--- src/sv/lpht_pkg.sv ---
// Shared types and constants for the linear-probe hash table core.
// No dependencies; imported by every module of the block.
package lpht_pkg;

  localparam int TABLE_DEPTH_DEF = 128;
  localparam int KEY_W           = 31;
  localparam int PAY_W           = 32;
  localparam int SLOT_W          = 7;
  localparam int SIZE_W          = 8;
  localparam logic [SIZE_W-1:0] SIZE_RESET = 8'd128;

  localparam logic MODE_INSERT = 1'b0;
  localparam logic MODE_SEARCH = 1'b1;

  typedef enum logic [1:0] {
    ST_STORED    = 2'd0,
    ST_FOUND     = 2'd1,
    ST_NOT_FOUND = 2'd2,
    ST_FULL      = 2'd3
  } lpht_status_t;

  typedef struct packed {
    logic             mode;
    logic [KEY_W-1:0] key;
    logic [PAY_W-1:0] payload;
  } lpht_in_t;

  typedef struct packed {
    logic [SLOT_W-1:0] slot;
    lpht_status_t      status;
    logic [PAY_W-1:0]  found_payload;
  } lpht_out_t;

  typedef struct packed {
    logic             used;
    logic [KEY_W-1:0] key;
    logic [PAY_W-1:0] payload;
  } lpht_entry_t;

  typedef enum logic [1:0] {
    FR_IDLE,
    FR_DIV,
    FR_PUSH
  } lpht_fr_state_t;

  typedef enum logic [1:0] {
    BK_CLEAR,
    BK_IDLE,
    BK_READ,
    BK_CHECK
  } lpht_bk_state_t;

endpackage

--- src/sv/lpht_front.sv ---
// Front end: accepts commands and works out the home slot (key mod size),
// one quotient bit per cycle, then pushes the item to the queue. Uses lpht_pkg.
module lpht_front import lpht_pkg::*; #(
  parameter int TABLE_DEPTH = TABLE_DEPTH_DEF,
  localparam int IW = $clog2(TABLE_DEPTH),
  localparam int SW = IW + 1
) (
  input  logic          clk,
  input  logic          rst_n,
  input  logic          start,
  output logic          busy,
  input  lpht_in_t      in_item,
  input  logic [SW-1:0] eff_size,
  input  logic          clearing,
  input  logic          q_full,
  output logic          q_push,
  output lpht_in_t      q_item,
  output logic [IW-1:0] q_home
);

  localparam int CNT_W = $clog2(KEY_W);

  lpht_fr_state_t   state_r, state_nxt;
  lpht_in_t         item_r, item_nxt;
  logic [KEY_W-1:0] sh_r, sh_nxt;
  logic [SW-1:0]    rem_r, rem_nxt;
  logic [CNT_W-1:0] cnt_r, cnt_nxt;
  logic [SW:0]      trial;
  logic             accept;

  assign busy   = (state_r != FR_IDLE) || clearing;
  assign accept = start && !busy;
  assign trial  = {rem_r, sh_r[KEY_W-1]};

  always_comb begin
    state_nxt = state_r;
    case (state_r)
      FR_IDLE: if (accept) state_nxt = FR_DIV;
      FR_DIV:  if (cnt_r == CNT_W'(KEY_W - 1)) state_nxt = FR_PUSH;
      FR_PUSH: if (!q_full) state_nxt = FR_IDLE;
      default: state_nxt = FR_IDLE;
    endcase
  end

  always_comb begin
    item_nxt = item_r;
    sh_nxt   = sh_r;
    rem_nxt  = rem_r;
    cnt_nxt  = cnt_r;
    q_push   = 1'b0;
    case (state_r)
      FR_IDLE: begin
        if (accept) begin
          item_nxt = in_item;
          sh_nxt   = in_item.key;
          rem_nxt  = '0;
          cnt_nxt  = '0;
        end
      end
      FR_DIV: begin
        if (trial >= {1'b0, eff_size}) begin
          rem_nxt = SW'(trial - {1'b0, eff_size});
        end else begin
          rem_nxt = trial[SW-1:0];
        end
        sh_nxt  = {sh_r[KEY_W-2:0], 1'b0};
        cnt_nxt = cnt_r + 1'b1;
      end
      FR_PUSH: q_push = !q_full;
      default: q_push = 1'b0;
    endcase
  end

  assign q_item = item_r;
  assign q_home = rem_r[IW-1:0];

  always_ff @(posedge clk) begin
    if (!rst_n) begin
      state_r <= FR_IDLE;
    end else begin
      state_r <= state_nxt;
    end
  end

  always_ff @(posedge clk) begin
    item_r <= item_nxt;
    sh_r   <= sh_nxt;
    rem_r  <= rem_nxt;
    cnt_r  <= cnt_nxt;
  end

endmodule

--- config.mk ---
export PLATFORM = sky130hd
export DESIGN_NAME = lpht_front
export DESIGN_NICKNAME = d
export VERILOG_FILES = /design/src/sv/lpht_pkg.sv /design/src/sv/lpht_front.sv
export SDC_FILE = /design/constraint.sdc
export NUM_CORES = 1
export LEC_CHECK = 0
export BUFFER_PORTS_ARGS = -buffer_cell sky130_fd_sc_hd__buf_2
export CORE_MARGIN = 2
export CORE_UTILIZATION = 35
export CTS_CLUSTER_SIZE = 16
export DETAILED_ROUTE_END_ITERATION = 7
export SYNTH_ARGS = -nofsm -noshare
export SYNTH_HDL_FRONTEND = slang
export SYNTH_SLANG_ARGS = --single-unit
--- constraint.sdc ---
create_clock -name clk -period 2.9 [get_ports clk]
set_input_delay 0.58 -clock clk [delete_from_list [all_inputs] [get_ports clk]]
set_output_delay 0.58 -clock clk [all_outputs]
set_load 0.02 [all_outputs]
After elaboration in Yosys (flattened, before gate mapping)
Cells that the tools add are included.
- register bits after elaboration: 110
- latch bits: 0
- RAM bits: 0
- ROM bits: 0
- input port bits: 77
- output and inout bits: 73
- word-level logic and storage cells: 38
- memories kept: 0
- add/subtract/negate cells: 2
- $mul: 0
- divide/modulo/power cells: 0
- magnitude comparators: 1
- equality and inequality tests: 6
- shifts and indexed selects: 0
- muxes and demuxes: 12
- bitwise gates (word level): 0
- reductions and logical operators: 10
- operator list (cell ; number):
    one-hot mux 31 bit (2 select lines) ; 1
    two-way mux 31 bit ; 1
    two-way mux 8 bit ; 2
    one-hot mux 8 bit (2 select lines) ; 1
    one-hot mux 5 bit (2 select lines) ; 1
    greater-or-equal comparator 9 x 8 -> 1 bit ; 1
    subtractor 8 bit ; 1
    two-way mux 2 bit ; 3
    inequality test 2 bit, second input constant ; 3
    one-hot mux 2 bit (3 select lines) ; 1
    adder 5 x 1 -> 5 bit, second input constant ; 1
    == test 5 bit, second input constant ; 1
    two-way mux 5 bit ; 1
    AND reduction 2 bit ; 2
    nonzero test 2 bit ; 2
    AND reduction 3 bit ; 1
    == test 2 x 1 -> 1 bit, second input constant ; 1
    == test 2 bit, second input constant ; 1
    zero test 1 bit ; 2
    zero test 2 bit ; 1
    logical AND 1 bit ; 1
    logical OR 1 bit ; 1
    two-way mux 1 bit ; 1

Logic depth before layout (Yosys ltp)
- word-level depth: 6
- gate-level depth with buffers: 8
- gate-level depth less buffers: 8

Worst setup path before layout
No wires, ideal clock.
- path kind: input to register
- start point: input clearing
- end point: register item_r (netlist bit q_item[0]) (enable)
- library setup time: 0.418 ns
- arrival time: 2.121 ns
- data required time: 2.482 ns
- slack: 0.361 ns
- stages: 3
- buffers on the path: 0
- path through: nor3_1 -> nand2_1 -> inv_1
- cells in the longest elaborated chain, start to end: 4
- RTL lines (element ; line ; source):
    from (decl) ; lpht_front.sv:14 ; input logic clearing,
    logical OR 1 bit ; lpht_front.sv:31 ; assign busy = (state_r != FR_IDLE) || clearing;
    zero test 1 bit ; lpht_front.sv:32 ; assign accept = start && !busy;
    logical AND 1 bit ; lpht_front.sv:32 ;
    AND reduction 2 bit (no source line) ; n/a ;
    to (signal assigned) ; lpht_front.sv:86 ; item_r <= item_nxt;
    to (decl) ; lpht_front.sv:24 ; lpht_in_t item_r, item_nxt;
No other way between the ends.
A chain may end at the register's enable or synchronous reset.

Worst setup path in the final report
- start point: register rem_r[5]
- end point: register rem_r[1] (data pin)
- cells in the longest elaborated chain, start to end: 3
- RTL lines (element ; line ; source):
    from (decl) ; lpht_front.sv:26 ; logic [SW-1:0] rem_r, rem_nxt;
    from (signal assigned) ; lpht_front.sv:88 ; rem_r <= rem_nxt;
    greater-or-equal comparator 9 x 8 -> 1 bit ; lpht_front.sv:61 ; if (trial >= {1'b0, eff_size}) begin
    two-way mux 8 bit ; lpht_front.sv:61 ;
    one-hot mux 8 bit (2 select lines) ; lpht_front.sv:51 ; case (state_r)
No other way between the ends.

==> metrics.cfg <==
[grt]
grt_pass1_wl_um = 13200
grt_pass1_vias = 2782
grt_start_max_net_pins = 65
track_usage_pct = 12.5
grt_overflow = 0
antenna_found_initial = 3

[synthesis]
synth_ff_type = edfxtp_1
ys_types = 46
synth_cells = 322
syn_area_per_cell_um2 = 13.9
synth-seq-cells = 110
synthArstFlopShare_pct = 0
synth_seq_area_share_pct = 73.2
synth_area_um2 = 4490
synth_nets = 410
yosys_warnings = 0
synth_edf_count = 108

[cts]
path_clk_slew_ps = 70
ctsHtreeMaxLevel = 3
root_buffer = clkbuf_16
clkSinkCount = 110
postCtsHoldBufs = 0
cts_resized = 0
worstSkewPairLatency_ps = 340
cts_inserted_buffers = 9
cts_tree = done
cts.path.max_buffers = 2
post-cts-setup-buffers = 0

[power]
p_leak_uw = 0.00238
powerDensity_nw_per_um2 = 613
fin_total_pwr_uw = 3490
ir_drop_mv = 0.324

[worst_setup_path]
path_cells = ha_1 -> a21o_1 -> a211o_1 -> nor3_1 -> a211oi_2
required_ps = 2970
slowest_delay_ps = 430
crit_type = flip-flop to flip-flop
worstPathMaxFanout = 8
r2r_setup_slack_ps = 820
crit_slowest_cell = edfxtp_1
arrival_ps = 2150
endpoint_kind = flip-flop
start_kind = flip-flop

[die]
dieWidth_um = 117
start_util_pct = 35.7
die_y_um = 117
coreArea_um2 = 12600
die-area_um2 = 13700
pin_count = 150
placementRows = 41

[drt]
vias = 2895
drc = 0
drt_wl_total_um = 8900
final_antenna_net_count = 0
drt_first_pass_iters = 6
drtIter0Drc = 123
wl_per_cell_um = 13.7
viasPerCell = 4.45

[layout]
num-fill-cells = 1169
layout_commonest_cell = buf_2
layout-drive-gt1-share_pct = 37.8
nNetsFinal = 559
layout_common_cells = 149 x buf_2, 108 x edfxtp_1, 93 x nand2_1, 12 x inv_1, 10 x ha_1
layout-area-overhead-vs-synth_pct = 26.9

[status]
status = completed

[flow_run]
drv_cap = 0

[timing]
hold_ws_ps = 417
tightest_slew_ps = 498
rsz0062_at_grt = false
final_max_slew_viol_count = 0
max_freq_mhz = 480
slew_headroom_pct = 66.8
fin_crit_ps = 2080
setup_tns_ps = 0
timing.final.hold_violations = 0
finClkSkew_ps = 9.11
finalCritPeriodShare_pct = 71.8
setup_viol = 0

[place]
hpwl_um = 6300
place_congestion = 0.779
io_buffers = 149

[worst_hold_path]
min_path_type = input port to flip-flop

cell usage after synthesis (2+ instances only):
library cell    n  area [um2]
a21oi_2         2        17.5
edfxtp_1      108        3240
o21ai_0         4        20.0
dfxtp_1         2        40.0
xor2_1          2        17.5
inv_1          13        48.8
nor3_1          5        25.0
o21a_1          2        15.0
a211oi_2        3        37.5
clkbuf_1        3        11.3
nand2b_1        2        12.5
o21ai_1         3        15.0
nand2_1        94         353
nand3_1         8        40.0
nor3b_1         2        15.0
buf_1           2        7.51
a211o_1         2        17.5
nor2_1          6        22.5
buf_4           7        52.6
a21oi_1         7        35.0
buf_2           3        15.0
and3_1          2        12.5
xnor2_1         2        17.5
and2_1          3        18.8
nor2b_1         5        31.3
ha_1           10         125
path summary, 6_finish.rpt:
kind                             startpoint  depth (start not counted)    endpoint
worst max-delay path               rem_r[5]                          5    rem_r[1]
worst min-delay path            in_item[24]                          1  q_item[24]
worst max register to register     rem_r[5]                          5    rem_r[1]
worst min register to register     sh_r[21]                          2    sh_r[22]
routing by layer:
layer / vias up / global-route usage [%] / wire length, um
met4: 2 / 4.63 / 148
met1: 1361 / 15.8 / 3810
met2: 76 / 20.2 / 4460
met5: - / 0 / 13
met3: 10 / 3.96 / 463
li1: 1446 / - / -
final cells by class:
cell class                 count  area, um2  share of cell area (%)
sequential                   110       3280                    57.6
clock buffer                  10        229                    4.02
multi-input combinational    184       1080                    18.9
inverter                      13       48.8                   0.857
clock inverter                 6       37.5                   0.659
antenna                        2       5.00                  0.0879
timing repair buffer         153        801                    14.1
tap                          172        215                    3.78
critical path, delay by kind of cell (launching register included):
kind	cells	cell delay, ps
compound gates	3	740
flops	1	430
fa+ha+maj	1	380
simple gates	1	270
metrics by stage:
| stage | std cells | instance area, um2 | util [%] | setup WS [ps] |
|---|---|---|---|---|
| 2_1_floorplan | 322 | 4490 | - | 361 |
| 4_1_cts | 648 | 5690 | 45.3 | 796 |
| 3_3_place_gp | 632 | 5430 | 43.2 | 619 |
| 3_5_place_dp | 632 | 5430 | 43.2 | 548 |
| 6_report | 650 | 5700 | 45.3 | 816 |
| 5_1_grt | 649 | 5690 | 45.3 | 656 |
registers in the layout, summed over array words and instances, names as in the netlist:
signal,cells
sh_r,31
state_r,2
cnt_r,5
rem_r,8
q_item,64
where the power goes:
part           switching (uW)  internal [uW]  leakage (uW)
Sequential               37.7           1880       0.00104
Combinational             298            180       0.00121
Clock                     520            580      0.000128
logic make-up (layout without fill, tap and decap cells):
kind of cell	count (synthesis)	after routing	synth area share, %
fa+ha+maj	11	11	3.23
compound gates	37	37	7.14
flops	110	110	73.2
xor+xnor	4	4	0.781
other cells	0	2	0
buf+inv	28	182	3.01
simple gates	132	132	12.7
Note: power is estimated with default switching activity, not from simulation.
