## src/sv/lpht_pkg.sv

```systemverilog
// Shared types and constants for the linear-probe hash table core.
// No dependencies; imported by every module of the block.
package lpht_pkg;

  localparam int TABLE_DEPTH_DEF = 128;
  localparam int KEY_W           = 31;
  localparam int PAY_W           = 32;
  localparam int SLOT_W          = 7;
  localparam int SIZE_W          = 8;
  localparam logic [SIZE_W-1:0] SIZE_RESET = 8'd128;

  localparam logic MODE_INSERT = 1'b0;
  localparam logic MODE_SEARCH = 1'b1;

  typedef enum logic [1:0] {
    ST_STORED    = 2'd0,
    ST_FOUND     = 2'd1,
    ST_NOT_FOUND = 2'd2,
    ST_FULL      = 2'd3
  } lpht_status_t;

  typedef struct packed {
    logic             mode;
    logic [KEY_W-1:0] key;
    logic [PAY_W-1:0] payload;
  } lpht_in_t;

  typedef struct packed {
    logic [SLOT_W-1:0] slot;
    lpht_status_t      status;
    logic [PAY_W-1:0]  found_payload;
  } lpht_out_t;

  typedef struct packed {
    logic             used;
    logic [KEY_W-1:0] key;
    logic [PAY_W-1:0] payload;
  } lpht_entry_t;

  typedef enum logic [1:0] {
    FR_IDLE,
    FR_DIV,
    FR_PUSH
  } lpht_fr_state_t;

  typedef enum logic [1:0] {
    BK_CLEAR,
    BK_IDLE,
    BK_READ,
    BK_CHECK
  } lpht_bk_state_t;

endpackage

```

## src/sv/lpht_queue.sv

```systemverilog
// Two-entry queue between front and back ends.
// Generic width; uses lpht_pkg only for house consistency of imports.
module lpht_queue import lpht_pkg::*; #(
  parameter int W = 64
) (
  input  logic         clk,
  input  logic         rst_n,
  input  logic         push,
  input  logic [W-1:0] wdata,
  output logic         full,
  input  logic         pop,
  output logic [W-1:0] rdata,
  output logic         empty
);

  logic [W-1:0] buf_r [2];
  logic         wp_r, wp_nxt;
  logic         rp_r, rp_nxt;
  logic [1:0]   cnt_r, cnt_nxt;
  logic         do_push, do_pop;

  assign full    = (cnt_r == 2'd2);
  assign empty   = (cnt_r == 2'd0);
  assign do_push = push && !full;
  assign do_pop  = pop && !empty;
  assign rdata   = buf_r[rp_r];

  always_comb begin
    wp_nxt  = do_push ? !wp_r : wp_r;
    rp_nxt  = do_pop ? !rp_r : rp_r;
    cnt_nxt = cnt_r + {1'b0, do_push} - {1'b0, do_pop};
  end

  always_ff @(posedge clk) begin
    if (!rst_n) begin
      wp_r  <= 1'b0;
      rp_r  <= 1'b0;
      cnt_r <= 2'd0;
    end else begin
      wp_r  <= wp_nxt;
      rp_r  <= rp_nxt;
      cnt_r <= cnt_nxt;
    end
  end

  always_ff @(posedge clk) begin
    if (do_push) buf_r[wp_r] <= wdata;
  end

endmodule

```

## config.mk

```make
export PLATFORM = sky130hd
export DESIGN_NAME = lpht_queue
export DESIGN_NICKNAME = d
export VERILOG_FILES = /design/src/sv/lpht_pkg.sv /design/src/sv/lpht_queue.sv
export SDC_FILE = /design/constraint.sdc
export NUM_CORES = 1
export LEC_CHECK = 0
export BUFFER_PORTS_ARGS = -buffer_cell sky130_fd_sc_hd__buf_2
export CAP_MARGIN = 20
export CORE_MARGIN = 5
export CORE_UTILIZATION = 49
export CTS_BUF_LIST = sky130_fd_sc_hd__clkbuf_8
export DETAILED_ROUTE_END_ITERATION = 6
export PLACE_DENSITY = 0.78
export SLEW_MARGIN = 10
export SYNTH_ARGS = -nofsm -noshare
export SYNTH_HDL_FRONTEND = slang
export SYNTH_SLANG_ARGS = --single-unit
```

## constraint.sdc

```tcl
create_clock -name clk -period 4.3 [get_ports clk]
set_input_delay 0.86 -clock clk [delete_from_list [all_inputs] [get_ports clk]]
set_output_delay 0.86 -clock clk [all_outputs]
set_load 0.01 [all_outputs]
```

* Word-level counts from Yosys, hierarchy flattened
Memory sizes are Yosys's and may differ from the RTL's. A register that Yosys moved wholly into a read port is not among the register bits.
Index checks and enable logic that the tools add are counted.
** Operators by class
- Multiplexer cells :: 4
- Eq/ne operators :: 1
- Reductions and logical operators :: 7
- $add $sub $neg :: 2
** Operator list (number)
- 1-bit zero test :: 4
- 1-bit two-way mux :: 4
- 2-bit by 1-bit adder with 2-bit output :: 1
- 2-bit == test, second input constant :: 1
- 1-bit logical AND :: 2
- 2-bit zero test :: 1
- 2-bit by 1-bit subtractor with 2-bit output :: 1
** Word-level totals
- Output and inout bits :: 66
- Register bits after elaboration :: 4
- Memory bits (writable) :: 128
- Word-level logic and storage cells :: 18
- Bits of input ports :: 68
- Memories kept :: 1
** Memories
- buf_r :: depth 2, width 64, read ports 1, clocked after memory_dff 1, write ports 1, line lpht_queue.sv:16 : logic [W-1:0] buf_r [2];

* Depth between registers and ports, before layout
Gate-level depths: netlist of the first run.
- Depth after elaboration :: 5
- Mapped depth :: 8
- Depth with buffers taken out :: 8

* Worst setup path before layout of the first run
No wires, ideal clock.
- Path kind :: input port to flip-flop
- Start point :: in push
- End point :: mem buf_r[0][0], enable pin
- Setup time :: 486 ps
- Stages on the path :: 2
- Arrival :: 3630 ps
- Buffers on the path :: 0
- Path slack :: 184 ps
- Cell sequence :: nand2_1 -> nor2_1
** Between the ends
- Longest elaborated chain between the ends :: 3
** RTL lines
- start, declared :: line lpht_queue.sv:8 : input logic push,
- 1-bit logical AND :: line lpht_queue.sv:24 : assign do_push = push && !full;
- 1-bit two-way mux :: line lpht_queue.sv:47 : if (do_push) buf_r[wp_r] <= wdata;
- 1-bit two-way mux (not written as such) :: line lpht_queue.sv:47
- end, declared :: line lpht_queue.sv:16
Every way passes these cells.

==> qor.txt, run 1 <==
Vias/cell: 4.79
Fraction of layout cells with a size suffix above 1: 0.584
Most frequent cell after synthesis: edfxtp_1
Detail Route Antenna Nets: 0
Largest net degree at the start of global routing: 65
Initial antenna violation count: 1
Cts hold-fix bufs: 0
Total GRT Usage: 0.142
Xor and xnor area share after synthesis: 0.00340
Final setup TNS: 0 ns
Post-synth top area share: 0.746
Power Total: 0.00374 W
Period utilization: 0.674
CP Launch Type: flip-flop
Ports: 134
Fin nets: 443
Final Setup Violations: 0
DR WL/cell: 16.5 um
Leakage Power: 2.48 nW
CTS tree: yes
DRC viols: 0
Final Skew: 0.00451 ns
Hold Violations, Final: 0
Slew Viols, Final: 0
CP Max Fanout: 38
Starting Density: 0.502
# port buffers: 133
First-pass GRT wire length: 13700 um
Hpwl dp: 5620 um
EDFF count, synth: 128
Worst path required time: 3.44 ns
Root buf cell: clkbuf_8
Min Tclk post-route: 2.90 ns
Dominant synthesized flop cell: edfxtp_1
Inserted Clock Buffers: 17
Die width: 113 um
Cts repair resizes: 0
Unique masters post-synth: 18
Synth-to-Final Area Change: 21.2%
Synth area leader: edfxtp_1
Synth top area cells: edfxtp_1 (75%), mux2_4 (17%), buf_12 (2.3%)
Yosys warnings: 0
Post-synthesis mux area share: 0.185
Top cells by count, synth: edfxtp_1 (128), mux2_4 (60), buf_12 (6)
Tightest Pin Transition: 0.958 ns
Core footprint: 10300 um2
Final Wtd Congestion: 0.675
Sequential share of the synthesized area: 0.765
Die H: 113 um
CTS sink cnt: 133
Hold Crit Class: flip-flop to flip-flop
Iter 0 DRT Violations: 107
Syn_area_per_cell: 22.8 um2
Vias in the first global route: 2724
Synth Instances: 226
Number of H-tree levels: 4
Syn Std Cell Area: 5150 um2
FF+latch count, synth: 133
Ys async rst share: 0
Worst skew pair latency: 0.41 ns
Maximum clock path buffer count: 2
Max-Cap Viols: 0
Simple-Gate Fraction of Synth Area: 0.0121
Critical Path End Type: primary output
Status: complete, no violations
Routed WL: 8530 um
WS Path Type: flip-flop to primary output
Achievable clock frequency: 345 MHz
Clock slew at reported path FFs: 0.06 ns
Largest family of logic cells by synthesized area: multiplexers
Synthesized Nets: 296
Drt pass-1 iters: 4
Die area: 12700 um2
Pwr dens: 599 nW/um2
Setup Fix Bufs, Post-CTS: 0
RSZ-0062 raised after global routing: no
Max-slew headroom: 0.360
# diodes: 0
Global route overflow: 0
VDD IR-drop max: 396 uV
Compound-Gate Fraction of Synth Area: 0.00146
Vias: 2481
Row count: 37
Synth Area in Adders: 0.00485
Arr. time, crit path: 2.04 ns
-- per-layer routing --
layer  wire, um  GRT usage  vias to the layer above
li1           -          -                     1174
met1       3450      0.167                     1199
met2       4370      0.235                       91
met3        579     0.0480                       15
met4        119     0.0673                        2
met5          7          0                        -
-- cell type report --
class | count | area, um2
fill | 796 | 4030
sequential | 133 | 3950
multi-input combinational | 83 | 1080
timing repair buffer | 135 | 706
clock buffer | 17 | 234
tap | 136 | 170
clock inverter | 11 | 96.3
inverter | 3 | 11.3
-- final timing paths --
check | start | to | slack, ns | cells past startpoint
max | flip-flop | rdata[31] | 1.40 | 3
min reg2reg | wp_r$_SDFFE_PN0P_ | wp_r$_SDFFE_PN0P_ | 0.53 | 2
min | wp_r$_SDFFE_PN0P_ | wp_r$_SDFFE_PN0P_ | 0.53 | 2
max reg2reg | cnt_r[0]$_SDFF_PN0_ | buf_r[0][57]$_DFFE_PP_ | 2.23 | 4
-- worst max-delay path, cell delays in order, from the launching register on --
cell and delay [ns]:
dfxtp_4 0.82, buf_12 0.31, mux2_4 0.33, buf_2 0.14
-- power by group --
part | internal, W | total, W | leakage (nW) | switching (W)
Combinational | 0.000570 | 0.00104 | 1.07 | 0.000470
Clock | 0.000485 | 0.000898 | 0.173 | 0.000413
Sequential | 0.00167 | 0.00180 | 1.24 | 0.000129
-- layout by cell type (no fill, tap or decap), types with 2 or more instances in the layout --
cell type	synthesis	final
nand2b_1	2	2
edfxtp_1	128	128
inv_1	3	4
ha_1	2	2
mux2_4	60	60
dfxtp_1	5	4
clkinv_2	0	2
bufinv_16	0	2
and2_1	2	2
clkinv_1	0	6
nor2_1	5	4
buf_12	6	2
mux2_2	4	4
buf_2	0	133
clkbuf_8	0	17
nand2_1	2	2
-- flip-flops by register name, indices dropped and copies added (netlist names), named ones only --
name,cells
wp_r,1
buf_r,128
cnt_r,2
rp_r,1
-- metrics by stage --
stage | hold WS, ns | setup slack [ns] | instance area (um2) | std cells | util
after floorplan | 0.455 | 0.184 | 5150 | 226 | -
after global placement | 0.495 | 1.70 | 5900 | 489 | 0.574
after detailed placement | 0.519 | 1.75 | 5920 | 490 | 0.576
after CTS | 0.535 | 1.33 | 6250 | 518 | 0.608
after global routing | 0.558 | 1.29 | 6250 | 518 | 0.608
final | 0.529 | 1.40 | 6250 | 518 | 0.608
-- cell families after synthesis --
group | count (synthesis)
buf+inv | 10
compound gates | 1
fa+ha+maj | 2
xor+xnor | 2
flops | 133
simple gates | 13
mux | 65
(Power assumes the default switching activity.)
==> inputs of run 2 (changes only) <==
--- a/config.mk
+++ b/config.mk
@@ -8,10 +8,10 @@
 export BUFFER_PORTS_ARGS = -buffer_cell sky130_fd_sc_hd__buf_2
 export CAP_MARGIN = 20
 export CORE_MARGIN = 5
-export CORE_UTILIZATION = 49
+export CORE_UTILIZATION = 54
 export CTS_BUF_LIST = sky130_fd_sc_hd__clkbuf_8
 export DETAILED_ROUTE_END_ITERATION = 6
-export PLACE_DENSITY = 0.78
+export PLACE_DENSITY = 0.81
 export SLEW_MARGIN = 10
 export SYNTH_ARGS = -nofsm -noshare
 export SYNTH_HDL_FRONTEND = slang
==> constraint.sdc (replaced) <==
create_clock -name clk -period 2.85 [get_ports clk]
set_input_delay 0.57 -clock clk [delete_from_list [all_inputs] [get_ports clk]]
set_output_delay 0.57 -clock clk [all_outputs]
set_load 0.01 [all_outputs]
==> run 2 against run 1 <==
  * Core utilization rose by 8.3 points
  * Global-route usage rose by 0.96 points
  * Setup slack got worse by 0.80 ns
  * Design area rose by 2.7%
  * Sequential cell count did not move
  * Worst hold slack got worse by 0.18 ns
  * Count of clock-buffer cells in the layout did not move
  * Critical path type unchanged
  * Highest routed layer is now met4
==> qor.txt, run 2 (synthesized netlist as in run 1, its figures left out) <==
Fin area: 6410 um2 (+2.7%)
CTS tree: yes
Worst r2r src: cnt_r[0]$_SDFF_PN0_
Largest registers: buf_r: 128 flops, cnt_r: 2 flops
Root buf cell: clkbuf_8
Fill cells: 658 (-17%)
Global route overflow: 0 (unchanged)
CTS sink cnt: 133 (unchanged)
Starting Density: 0.555 (+0.0537)
Die H: 108 um (-4.3%)
Clock slew at reported path FFs: 0.08 ns (+0.02 ns)
Cts repair resizes: 0 (unchanged)
Vias in the first global route: 2689 (-1.3%)
Initial antenna violation count: 0 (-1)
Final setup TNS: 0 ns (unchanged)
# diodes: 0 (unchanged)
Reg with most FFs: buf_r
Hpwl dp: 5770 um (+2.6%)
Largest register FFs: 128 (unchanged)
Hold Violations, Final: 0 (unchanged)
Routed WL: 8560 um (+0.38%)
Synth-to-Final Area Change: 24.4%
DRC viols: 0 (unchanged)
DR WL/cell: 16.5 um (+0.38%)
# port buffers: 133 (unchanged)
Row count: 35 (-5.4%)
Worst path required time: 2.28 ns (-1.16 ns)
Period utilization: 0.790
Die width: 108 um (-4.3%)
Tightest Pin Transition: 0.490 ns (-0.468 ns)
First-pass GRT wire length: 13100 um (-3.9%)
Number of H-tree levels: 4 (unchanged)
Setup Fix Bufs, Post-CTS: 0 (unchanged)
WS Path Type: flip-flop to primary output
Critical Path End Type: primary output
Fraction of layout cells with a size suffix above 1: 0.604 (+0.0203)
Drt pass-1 iters: 4 (unchanged)
Core footprint: 9280 um2 (-9.7%)
Final Skew: 0.00944 ns (+0.00493 ns)
Fin nets: 447 (+0.90%)
Worst skew pair latency: 0.41 ns (about the same)
Arr. time, crit path: 1.68 ns (-0.36 ns)
Slew Viols, Final: 0 (unchanged)
Power Total: 0.00619 W (+65%)
Achievable clock frequency: 444 MHz
Min-delay src: wdata[25]
Final Wtd Congestion: 0.683 (+1.3%)
Ports: 134 (unchanged)
CP Launch Type: flip-flop
Maximum clock path buffer count: 2 (unchanged)
Hold Crit Class: primary input to flip-flop
Iter 0 DRT Violations: 86 (-20%)
Cts hold-fix bufs: 0 (unchanged)
Status: complete, no violations
Final core occ: 0.691 (+0.0830)
Detail Route Antenna Nets: 0 (unchanged)
Final Setup Violations: 0 (unchanged)
Multi-input gate area: 1080 um2 (-0.35%)
Max-slew headroom: 0.673 (+0.314)
Sequential cell area: 3950 um2 (unchanged)
Min Tclk post-route: 2.25 ns
RSZ-0062 raised after global routing: no
VDD IR-drop max: 508 uV (+28%)
Vias/cell: 4.83 (+0.89%)
Vias: 2503 (+0.89%)
CP Max Fanout: 24 (-37%)
Largest net degree at the start of global routing: 41 (-37%)
WHS: 0.345 ns (-0.184 ns)
Die area: 11600 um2 (-8.5%)
Pwr dens: 965 nW/um2 (+61%)
Commonest non-fill, non-tap cells in the layout: buf_2 (133), edfxtp_1 (128), mux2_4 (60), clkbuf_8 (17), bufinv_16 (7)
Total GRT Usage: 0.152 (+0.00962)
Commonest non-fill, non-tap cell in the layout: buf_2
Leakage Power: 2.58 nW (+4.0%)
Inserted Clock Buffers: 17 (unchanged)
Max-Cap Viols: 0 (unchanged)
Cell Area, Placed: 5920 um2 (about the same)
==> run 2: cell types whose count changed in the layout (fill, tap and decap cells not counted), sizes merged <==
cell	before	now
bufinv	2	7
clkinv	8	3
buf	135	139
inv	4	7
==> run 2: layout make-up <==
| cell class | instances | area share |
|---|---|---|
| Clock buffer | 17 | 0.0365 |
| Tap cell | 129 | 0.0252 |
| Multi-Input combinational cell | 83 | 0.168 |
| Timing Repair Buffer | 139 | 0.113 |
| Clock inverter | 14 | 0.0402 |
| Sequential cell | 133 | 0.616 |
| Inverter | 3 | 0.00176 |
==> run 2: path summary, 6_finish.rpt <==
kind	to	slack, ns	cells past startpoint
worst max register to register	cnt_r[1]$_SDFF_PN0_	1.14	8
worst max-delay path	rdata[63]	0.60	3
worst min-delay path	buf_r[0][25]$_DFFE_PP_	0.34	1
worst min register to register	wp_r$_SDFFE_PN0P_	0.53	2
==> run 2: critical path: stages (launching register included) <==
cell,delay [ns]
dfxtp_4,0.36
buf_4,0.38
mux2_2,0.39
buf_2,0.14
==> run 2: stage by stage <==
| stage | std cells | setup slack, ns |
|---|---|---|
| after floorplan | 226 | 0.0937 |
| after global placement | 487 | 1.02 |
| after detailed placement | 487 | 0.997 |
| after CTS | 518 | 0.536 |
| after global routing | 518 | 0.481 |
| final | 518 | 0.597 |
==> run 2: power by group <==
group	switching (W)	internal [W]	total (W)
logic	0.000815	0.000864	0.00168
clock network	0.000680	0.00121	0.00190
registers	0.0000915	0.00252	0.00261
==> run 2: metal layers <==
metal	up-vias	track usage	share of wire
met5	-	0	0
met4	0	0.0487	0.0050
met3	4	0.0606	0.077
met2	102	0.254	0.51
met1	1210	0.179	0.41
li1	1187	-	-
==> inputs of run 3 (changes only) <==
--- a/config.mk
+++ b/config.mk
@@ -8,10 +8,10 @@
 export BUFFER_PORTS_ARGS = -buffer_cell sky130_fd_sc_hd__buf_2
 export CAP_MARGIN = 20
 export CORE_MARGIN = 5
-export CORE_UTILIZATION = 54
+export CORE_UTILIZATION = 49
 export CTS_BUF_LIST = sky130_fd_sc_hd__clkbuf_8
 export DETAILED_ROUTE_END_ITERATION = 6
-export PLACE_DENSITY = 0.81
+export PLACE_DENSITY = 0.78
 export SLEW_MARGIN = 10
 export SYNTH_ARGS = -nofsm -noshare
 export SYNTH_HDL_FRONTEND = slang
==> constraint.sdc (replaced) <==
create_clock -name clk -period 1.85 [get_ports clk]
set_input_delay 0.37 -clock clk [delete_from_list [all_inputs] [get_ports clk]]
set_output_delay 0.37 -clock clk [all_outputs]
set_load 0.01 [all_outputs]
==> run 3 against run 2 <==
  * The run now ends with setup timing left
  * Via count increased by 3.8%
  * Worst hold slack got worse by 0.20 ns
  * Sequential power increased by 55%
  * Final cell count increased by 3.1%
  * Critical endpoint is now rdata[8]
  * Largest power group unchanged
==> qor.txt, run 3 (synthesized netlist as in run 1, its figures left out) <==
Status: finished with violations
Failing checks: setup timing
R2r worst-path depth: 7 (-1)
Worst r2r src: cnt_r[1]$_SDFF_PN0_
VDD IR-drop max: 684 uV (+35%)
Fraction of layout cells with a size suffix above 1: 0.616 (+0.0115)
Arr. time, crit path: 1.52 ns (-0.16 ns)
Largest net degree at the start of global routing: 64 (+56%)
Final Skew: 0.00664 ns (-0.00280 ns)
Starting Density: 0.502 (-0.0537)
Multi-input gate area: 1100 um2 (+2.4%)
Fin nets: 456 (+2.0%)
CP Launch Type: flip-flop
Power Total: 0.00986 W (+59%)
Drt pass-1 iters: 4 (unchanged)
Hold path depth: 1 (unchanged)
Slew Viols, Final: 0 (unchanged)
Detail Route Antenna Nets: 0 (unchanged)
Worst skew pair latency: 0.41 ns (about the same)
Worst path required time: 1.48 ns (-0.80 ns)
Ports: 134 (unchanged)
Critical Path End Type: primary output
Total GRT Usage: 0.146 (-0.00624)
Final Wtd Congestion: 0.726 (+6.2%)
Reg with most FFs: buf_r
Commonest non-fill, non-tap cell in the layout: edfxtp_1
# port buffers: 133 (unchanged)
Worst r2r dst: cnt_r[1]$_SDFF_PN0_
Die H: 113 um (+4.5%)
Max-slew headroom: 0.758 (+0.0848)
Vias/cell: 4.87 (+0.72%)
Vias: 2599 (+3.8%)
Post-route setup slack: -0.0399 ns (-0.637 ns)
Initial antenna violation count: 0 (unchanged)
Leakage Power: 2.74 nW (+6.4%)
Root buf cell: clkbuf_8
Pwr dens: 1430 nW/um2 (+48%)
Maximum clock path buffer count: 2 (unchanged)
Number of H-tree levels: 4 (unchanged)
Tightest Pin Transition: 0.363 ns (-0.127 ns)
Largest registers: buf_r: 128 flops, cnt_r: 2 flops
CTS sink cnt: 133 (unchanged)
CP Max Fanout: 9 (-63%)
Max-Cap Viols: 0 (unchanged)
Die area: 12700 um2 (+9.2%)
Routed WL: 9370 um (+9.5%)
Vias in the first global route: 2755 (+2.5%)
Inserted Clock Buffers: 17 (unchanged)
DRC viols: 0 (unchanged)
Achievable clock frequency: 529 MHz
WS Path Type: flip-flop to primary output
Clock slew at reported path FFs: 0.07 ns (about the same)
Hpwl dp: 6020 um (+4.4%)
Pre-CTS WS: 0.222 ns (-0.775 ns)
RSZ-0062 raised after global routing: yes
Die width: 113 um (+4.5%)
Row count: 37 (+5.7%)
Sequential cell area: 3950 um2 (about the same)
CTS tree: yes
Period utilization: 1.02
Core footprint: 10300 um2 (+11%)
# diodes: 0 (unchanged)
Global route overflow: 0 (unchanged)
First-pass GRT wire length: 13900 um (+5.8%)
Iter 0 DRT Violations: 78 (-9.3%)
Hold Crit Endpoint: buf_r[0][41]$_DFFE_PP_
DR WL/cell: 17.5 um (+6.2%)
Synth-to-Final Area Change: 33.8%
Min-delay src: wdata[41]
Hold Violations, Final: 0 (unchanged)
Min Tclk post-route: 1.89 ns
Final Setup Violations: 49 (+49)
WHS: 0.148 ns (-0.197 ns)
Hold Crit Class: primary input to flip-flop
Largest register FFs: 128 (unchanged)
Fill cells: 722 (+9.7%)
R2R Setup Slk: 0.25 ns (-0.89 ns)
Commonest non-fill, non-tap cells in the layout: edfxtp_1 (128), buf_2 (75), mux2_4 (63), buf_6 (59), clkbuf_8 (17)
run 3: cell types whose count changed in the layout (fill, tap and decap cells not counted), sizes merged:
cell	previous run	this run
clkinv	3	6
buf	139	145
bufinv	7	2
clkbuf	17	20
inv	7	6
clkinvlp	0	3
run 3: timing repair:
item                       in CTS  in global routing
setup endpoints to repair      57                 63
setup buffers                   2                  3
cloned                          0                  3
hold buffers                    0                  0
gates resized for setup        53                 16
run 3: stage by stage:
| stage | area, um2 | utilization | setup TNS [ns] | cells |
|---|---|---|---|---|
| finish | 6900 | 0.671 | -0.750 | 534 |
| global route | 6900 | 0.671 | -5.59 | 534 |
| CTS | 6730 | 0.654 | -4.36 | 528 |
| detailed placement | 6030 | 0.587 | 0 | 495 |
| global placement | 6030 | 0.587 | 0 | 495 |
| floorplan | 5180 | - | -3.08 | 226 |
run 3: power by group:
part,internal [W],switching [W],total [W]
Sequential,0.00389,0.000152,0.00404
Combinational,0.00218,0.00149,0.00367
Clock,0.00116,0.00100,0.00216
Total,0.00722,0.00264,0.00986
run 3: how the worst max path moves through the flow:
stage                   startpoint               endpoint  slack, ns  depth (start not counted)
3_3_place_gp                   pop    cnt_r[1]$_SDFF_PN0_       0.30                          8
6_report                 flip-flop               rdata[8]      -0.04                          4
3_5_place_dp                   pop    cnt_r[1]$_SDFF_PN0_       0.22                          8
4_1_cts                  flip-flop              rdata[63]      -0.11                          3
5_1_grt                  flip-flop               rdata[8]      -0.12                          4
2_1_floorplan  cnt_r[0]$_SDFF_PN0_  buf_r[0][0]$_DFFE_PP_      -0.05                          3
run 3: layout make-up:
type / count / share of cell area
Sequential cell: 133 / 0.573
Timing Repair Buffer: 148 / 0.189
Multi-Input combinational cell: 83 / 0.160
Clock buffer: 17 / 0.0339
Tap cell: 136 / 0.0247
Clock inverter: 14 / 0.0178
Inverter: 3 / 0.00163
run 3: routing by layer:
metal,vias up,routed length (um),GRT usage
li1,1211,-,-
met1,1292,3640,0.162
met2,87,4990,0.247
met3,9,651,0.0642
met4,0,95,0.0537
met5,-,0,0
run 3: critical path: stages (launching register included):
cell	delay, ns
dfxtp_4	0.36
buf_12	0.14
clkbuf_16	0.17
mux2_4	0.31
buf_6	0.12
